--- config.mk ---
export PLATFORM = sky130hd
export DESIGN_NAME = hbs_scan
export DESIGN_NICKNAME = d
export VERILOG_FILES = /design/src/hdl/hbs_pkg.sv /design/src/hdl/hbs_scan.sv
export SDC_FILE = /design/constraint.sdc
export NUM_CORES = 1
export LEC_CHECK = 0
export ABC_AREA = 1
export BUFFER_PORTS_ARGS = -buffer_cell sky130_fd_sc_hd__clkbuf_2
export CORE_UTILIZATION = 45
export DETAILED_ROUTE_END_ITERATION = 7
export PLACE_DENSITY = 0.82
export SKIP_LAST_GASP = 1
export SYNTH_ARGS = -nofsm -noshare
export SYNTH_HDL_FRONTEND = slang
export SYNTH_SLANG_ARGS = --single-unit
--- constraint.sdc ---
create_clock -name vclk -period 6.2
set_clock_uncertainty 0.05 [all_clocks]
set_input_delay 0.31 -clock vclk [all_inputs]
set_output_delay 0.31 -clock vclk [all_outputs]
set_load 0.02 [all_outputs]
--- src/hdl/hbs_pkg.sv ---
// Shared types and constants of the hierarchical bitmap set.
`default_nettype none

package hbs_pkg;

	// Word geometry: 64 leaf words of 64 bits under one summary word.
	localparam int unsigned WORD_BITS = 64;
	localparam int unsigned WORD_AW   = 6;
	localparam int unsigned POS_W     = 2 * WORD_AW;
	localparam int unsigned IDX_W     = 14;
	localparam int unsigned SIZE_W    = 13;

	// Largest number of indices the store holds.
	localparam logic [SIZE_W-1:0] SET_SIZE = 13'd4096;

	// Answer of a downward search that finds nothing.
	localparam logic [IDX_W-1:0] IDX_NONE = 14'h3FFF;

	// Request codes.
	localparam logic [2:0] CMD_INSERT = 3'd0;
	localparam logic [2:0] CMD_ERASE  = 3'd1;
	localparam logic [2:0] CMD_NEXT   = 3'd2;
	localparam logic [2:0] CMD_PREV   = 3'd3;
	localparam logic [2:0] CMD_TEST   = 3'd4;

	// Result of one pass of the bit scanner.
	typedef struct packed {
		logic               found;
		logic [WORD_AW-1:0] pos;
	} scan_res_t;

endpackage

`default_nettype wire

--- src/hdl/hbs_scan.sv ---
// Shared 64-bit scanner that finds the lowest or the highest set bit of a word.
`default_nettype none

module hbs_scan (
	input  logic [hbs_pkg::WORD_BITS-1:0] word,
	input  logic                          dir_high,
	output hbs_pkg::scan_res_t            res
);

	// Priority encoder: the last hit in loop order wins.
	always_comb begin
		res.found = |word;
		res.pos   = '0;
		if (dir_high) begin
			for (int i = 0; i < hbs_pkg::WORD_BITS; i++) begin
				if (word[i]) begin
					res.pos = hbs_pkg::WORD_AW'(i);
				end
			end
		end else begin
			for (int i = hbs_pkg::WORD_BITS - 1; i >= 0; i--) begin
				if (word[i]) begin
					res.pos = hbs_pkg::WORD_AW'(i);
				end
			end
		end
	end

endmodule

`default_nettype wire

# After elaboration in Yosys (flattened, before gate mapping)
# Cells that the tools add are included.
# totals
register_bits,0
input_bits,65
word_cells,129
# op_classes
muxes,128
reduce_logical,1
# op_table
cell,n
$mux 6,127
$reduce_or 64->1,1
$mux 1,1

# Logic depth before layout (Yosys ltp)
# Gate-level depths: netlist of run 1.
# logic_depth
depth_word,65
depth_mapped,65
mapped_depth_nobuf,65

# Worst setup path after synthesis of run 1
# No wires, ideal clock.
# synth_path
path_type,input to output
startpoint,input port word[2] (netlist bit)
endpoint,output port res[0] (netlist bit)
arrival_ns,3.138
t_required_ns,5.840
slack_ns,2.702
cell_stages,65
cell_sequence,inv_1 > nand2_1 > nand2_1 > nand2_1 > nand2_1 > nand2_1 > nand2_1 > nand2_1 > nand2_1 > nand2_1 > nand2_1 > nand2_1 > nand2_1 > nand2_1 > nand2_1 > nand2_1 > nand2_1 > nand2_1 > (+29 left out) > nand2_1 > nand2_1 > nand2_1 > nand2_1 > nand2_1 > nand2_1 > nand2_1 > nand2_1 > nand2_1 > nand2_1 > nand2_1 > nand2_1 > nand2_1 > nand2_1 > nand2_1 > nand2_1 > nand2_1 > nand2_1
# synth_lines
item,line,rtl
start: declaration,hbs_scan.sv:5,"input logic [hbs_pkg::WORD_BITS-1:0] word,"
end: declaration,hbs_scan.sv:7,output hbs_pkg::scan_res_t res

==> impl_metrics.yaml, run 1 <==
synthesis:
  ys_warn_count: 0
  yosysUniqueCellTypes: 16
  synth.avg_cell_area_um2: 4.62
  ys_seq_area_share_pct: 0
  synth_nets: 424
  synth_cells: 359
  synth_area_mm2: 0.00166
sta:
  setup_viol: 0
  slew_violations: 0
  finalCriticalPeriod_ps: 3980
  post-route-period-util_pct: 64.2
  fmax_ghz: 0.251
  max_slew_margin_pct: 83.6
  worst_pin_slew_ps: 246
  rsz0062_at_grt: "false"
  tns_ps: 0
  hold-worst-slack_ps: 963
  hold_viol: 0
floorplan:
  io_pins: 72
  die_y_um: 62.7
  core_area_mm2: 0.00344
  fp-row-count: 21
  die_area_mm2: 0.00393
  initial_core_util_pct: 48.2
  die_x_um: 62.7
finish:
  layout_common_cells: "nand2_1, clkbuf_2, inv_1"
  final_common_cell: "nand2_1"
  seq_area_um2: 0
  clockBufferCount: 0
  seq_cells: 0
  nets: 498
  n_antenna_cell: 0
  final_layout_size_suffix_gt1_share_pct: 21.3
  area_growth_pct: 25.2
  fin_util_pct: 60.3
  nFillCells: 379
setup_path:
  slowest_stage: "clkbuf_2"
  required_ps: 5840
  crit_top_cell: "nand2_1"
  cp_top_family: "simple AND/OR/NAND/NOR gates"
  crit_end: "res[0]"
  critical_path_class: "in2out"
  worst_setup_path_end_kind: "output pin"
  cp-start-kind: "input port"
  crit_start: "word[2]"
  crit_cells: 67
  cp_num_buf_inv: 3
  critPathMaxStageDelay_ps: 160
  path_max_fanout: 2
  arrival_ps: 3620
route:
  viasPerCell: 4.31
  drt_iter0_markers: 63
  route.antenna.remaining_nets: 0
  drt_wl_total_um: 3370
  detail_route.first_pass.iterations: 4
  vias: 2057
  wl_per_cell_um: 7.06
  drc: 0
grt:
  antenna_found_initial: 0
  grt_pass1_vias: 1688
  grt_pass1_wl_um: 6050
  overflow: 0
  track_usage_pct: 17.3
  grt_max_degree: 8
hold_path:
  min_path_type: "in2out"
pwr:
  pwr-share-comb_pct: 100.0
  switchingPower_uw: 55.8
  swShare_pct: 48.1
  internal_power_uw: 60.3
  clockPowerShare_pct: 0
  seq_power_share_pct: 0
  ir_worst_vdd_mv: 0.0232
  p_leak_nw: 1.44
  powerDensity_mw_per_mm2: 55.9
place:
  place_hpwl_um: 3100
  place_congestion: 0.775
  io_buffers: 72
job:
  maxCapViolations: 0
status:
  outcome: "finished, final reports clean"
clock_network:
  cts_hold_repair.buffers: 0
  cts_resized: 0
  cts_setup_buffers: 0
-- synthesized netlist by cell type, drive strengths merged --
| library cell | count | share of area [%] |
|---|---|---|
| nand2 | 216 | 49 |
| inv | 53 | 12 |
| nor2 | 44 | 10 |
| bufinv | 19 | 20 |
| a21oi | 9 | 2.7 |
| o21ai | 8 | 2.4 |
| nand3 | 2 | 0.60 |
| o31ai | 2 | 0.91 |
| a21boi | 1 | 0.45 |
| a32oi | 1 | 0.53 |
| clkinv | 1 | 0.23 |
| nand4 | 1 | 0.38 |
| nor4 | 1 | 0.38 |
| o21bai | 1 | 0.45 |
-- final cells by class --
cell class / count / area [µm²] / area share, %
repair buffers: 72 / 360 / 17.4
inverters: 73 / 536 / 25.8
well taps: 46 / 57.6 / 2.77
multi-input cells: 286 / 1120 / 54.1
-- routing by layer --
layer / routed length (µm) / global-route usage (%)
met5: 0 / 0
met4: 0 / 0
met3: 130 / 0.365
met2: 1590 / 33.2
met1: 1650 / 22.5
-- per-stage QoR --
stage / setup WS [ps] / total power [mW] / cell area, µm² / std cells
6_report: 2220 / 0.116 / 2080 / 477
5_1_grt: 1480 / 0.133 / 2080 / 477
4_1_cts: 2200 / 0.117 / 2080 / 477
3_5_place_dp: 2210 / 0.117 / 2080 / 477
3_3_place_gp: 2260 / 0.115 / 2080 / 477
2_1_floorplan: 2700 / 0.0800 / 1660 / 359
-- power by group through the flow --
stage / combinational [mW] / sequential, mW / clock (mW)
detailed placement: 0.117 / 0 / 0
CTS: 0.117 / 0 / 0
floorplan: 0.0800 / 0 / 0
finish: 0.116 / 0 / 0
global placement: 0.115 / 0 / 0
global route: 0.133 / 0 / 0
-- worst min-delay path: cells and delay by family --
family        cells  cell delay, ps
simple gates      3             160
buf+inv           2             230
-- worst min-delay path by stage --
| stage | from | end | slack [ps] | depth (start not counted) |
|---|---|---|---|---|
| 2_1_floorplan | dir_high | res[4] | 740 | 2 |
| 3_3_place_gp | word[0] | res[0] | 960 | 5 |
| 3_5_place_dp | word[0] | res[0] | 960 | 5 |
| 4_1_cts | word[0] | res[0] | 960 | 5 |
| 5_1_grt | word[0] | res[1] | 1010 | 5 |
| 6_report | word[0] | res[0] | 960 | 5 |
-- cells by family after synthesis --
logic type / Yosys count / share of synthesized area [%]
AO/OA/AOI/OAI: 22 / 7.47
buffers and inverters: 73 / 32.3
AND/OR/NAND/NOR: 264 / 60.2
(Power assumes the default switching activity.)
==> inputs of run 2 (changes only) <==
==> constraint.sdc (replaced) <==
create_clock -name vclk -period 4.1
set_clock_uncertainty 0.05 [all_clocks]
set_input_delay 0.205 -clock vclk [all_inputs]
set_output_delay 0.205 -clock vclk [all_outputs]
set_load 0.02 [all_outputs]
==> impl_metrics.yaml, run 2 (same netlist as run 1, synthesis figures left out) <==
sta:
  hold_viol: 0
  hold-worst-slack_ps: 746
  rsz0062_at_grt: "true"
  slew_violations: 0
  max_slew_margin_pct: 82.7
  post-route-period-util_pct: 92.2
  fmax_ghz: 0.264
  finalCriticalPeriod_ps: 3780
  worst_pin_slew_ps: 258
  setup_viol: 0
pwr:
  p_leak_nw: 1.44
  powerDensity_mw_per_mm2: 85.4
  ir_worst_vdd_mv: 0.0370
route:
  drt_iter0_markers: 44
  drc: 0
  vias: 2033
  route.antenna.remaining_nets: 0
  detail_route.first_pass.iterations: 6
  viasPerCell: 4.26
  drt_wl_total_um: 3430
  wl_per_cell_um: 7.19
floorplan:
  die_x_um: 62.7
  io_pins: 72
  die_y_um: 62.7
  fp-row-count: 21
  initial_core_util_pct: 48.2
  die_area_mm2: 0.00393
  core_area_mm2: 0.00344
finish:
  nets: 498
  layout_common_cells: "nand2_1, clkbuf_2, inv_1"
  area_growth_pct: 25.6
  seq_area_um2: 0
  final_layout_size_suffix_gt1_share_pct: 21.6
  nFillCells: 382
  fin_util_pct: 60.5
  final_common_cell: "nand2_1"
  clockBufferCount: 0
  seq_cells: 0
  n_antenna_cell: 0
setup_path:
  critical_path_class: "in2out"
  critPathMaxStageDelay_ps: 110
  slowest_stage: "buf_6"
  path_max_fanout: 2
  required_ps: 3850
  crit_top_cell: "nand2_1"
  cp-start-kind: "input port"
  arrival_ps: 3530
  worst_setup_path_end_kind: "output pin"
grt:
  grt_pass1_vias: 1721
  overflow: 0
  grt_max_degree: 8
  grt_pass1_wl_um: 6110
  track_usage_pct: 17.4
  antenna_found_initial: 0
hold_path:
  holdPathEnd: "res[0]"
  hold_depth: 5
  min_path_type: "in2out"
  hold_start: "word[0]"
status:
  outcome: "finished, final reports clean"
place:
  io_buffers: 72
  place_congestion: 0.773
  place_hpwl_um: 3160
clock_network:
  cts_hold_repair.buffers: 0
job:
  maxCapViolations: 0
==> run 2: power by group <==
group          switching, mW  internal, mW  total, mW  leakage, nW
Sequential                 0             0          0            0
Clock                      0             0          0            0
Combinational         0.0855        0.0922      0.178         1.44
==> run 2: worst max path at each step <==
stage	from	to	slack [ps]	cells past startpoint
after CTS	word[62]	res[0]	270	67
after global placement	word[2]	res[0]	370	67
after detailed placement	word[62]	res[0]	280	67
after floorplan	word[2]	res[0]	810	65
after global routing	word[62]	res[0]	-360	67
final	word[2]	res[0]	320	67
==> run 2: critical path: cells and delay by family <==
family / cells / cell delay [ps]
AND/OR/NAND/NOR: 64 / 3030
buffers and inverters: 3 / 270
==> run 2: layout make-up <==
type	instances	area, µm²	area share, %
inverters	73	536	25.7
repair buffers	72	367	17.6
multi-input cells	286	1120	53.9
well taps	46	57.6	2.76
==> run 2: what timing repair did <==
item	in CTS	in global routing
endpoints found under the setup margin	0	1
buffers inserted	0	0
resized for setup	0	4
==> run 2: layer usage <==
| layer | vias up | track usage [%] | share of wire, % |
|---|---|---|---|
| met1 | 811 | 21.8 | 50 |
| met3 | 0 | 0.182 | 2.8 |
| li1 | 1184 | - | - |
| met2 | 38 | 34.6 | 48 |
| met4 | 0 | 0 | 0 |
| met5 | - | 0 | 0 |
==> run 2: through the flow <==
step / std cells / setup TNS, ps / cell area [µm²] / setup WS, ps / total power, mW
global route: 477 / -359 / 2080 / -359 / 0.203
detailed placement: 477 / 0 / 2080 / 276 / 0.177
CTS: 477 / 0 / 2080 / 266 / 0.178
global placement: 477 / 0 / 2080 / 373 / 0.174
floorplan: 359 / 0 / 1660 / 812 / 0.121
finish: 477 / 0 / 2080 / 319 / 0.178
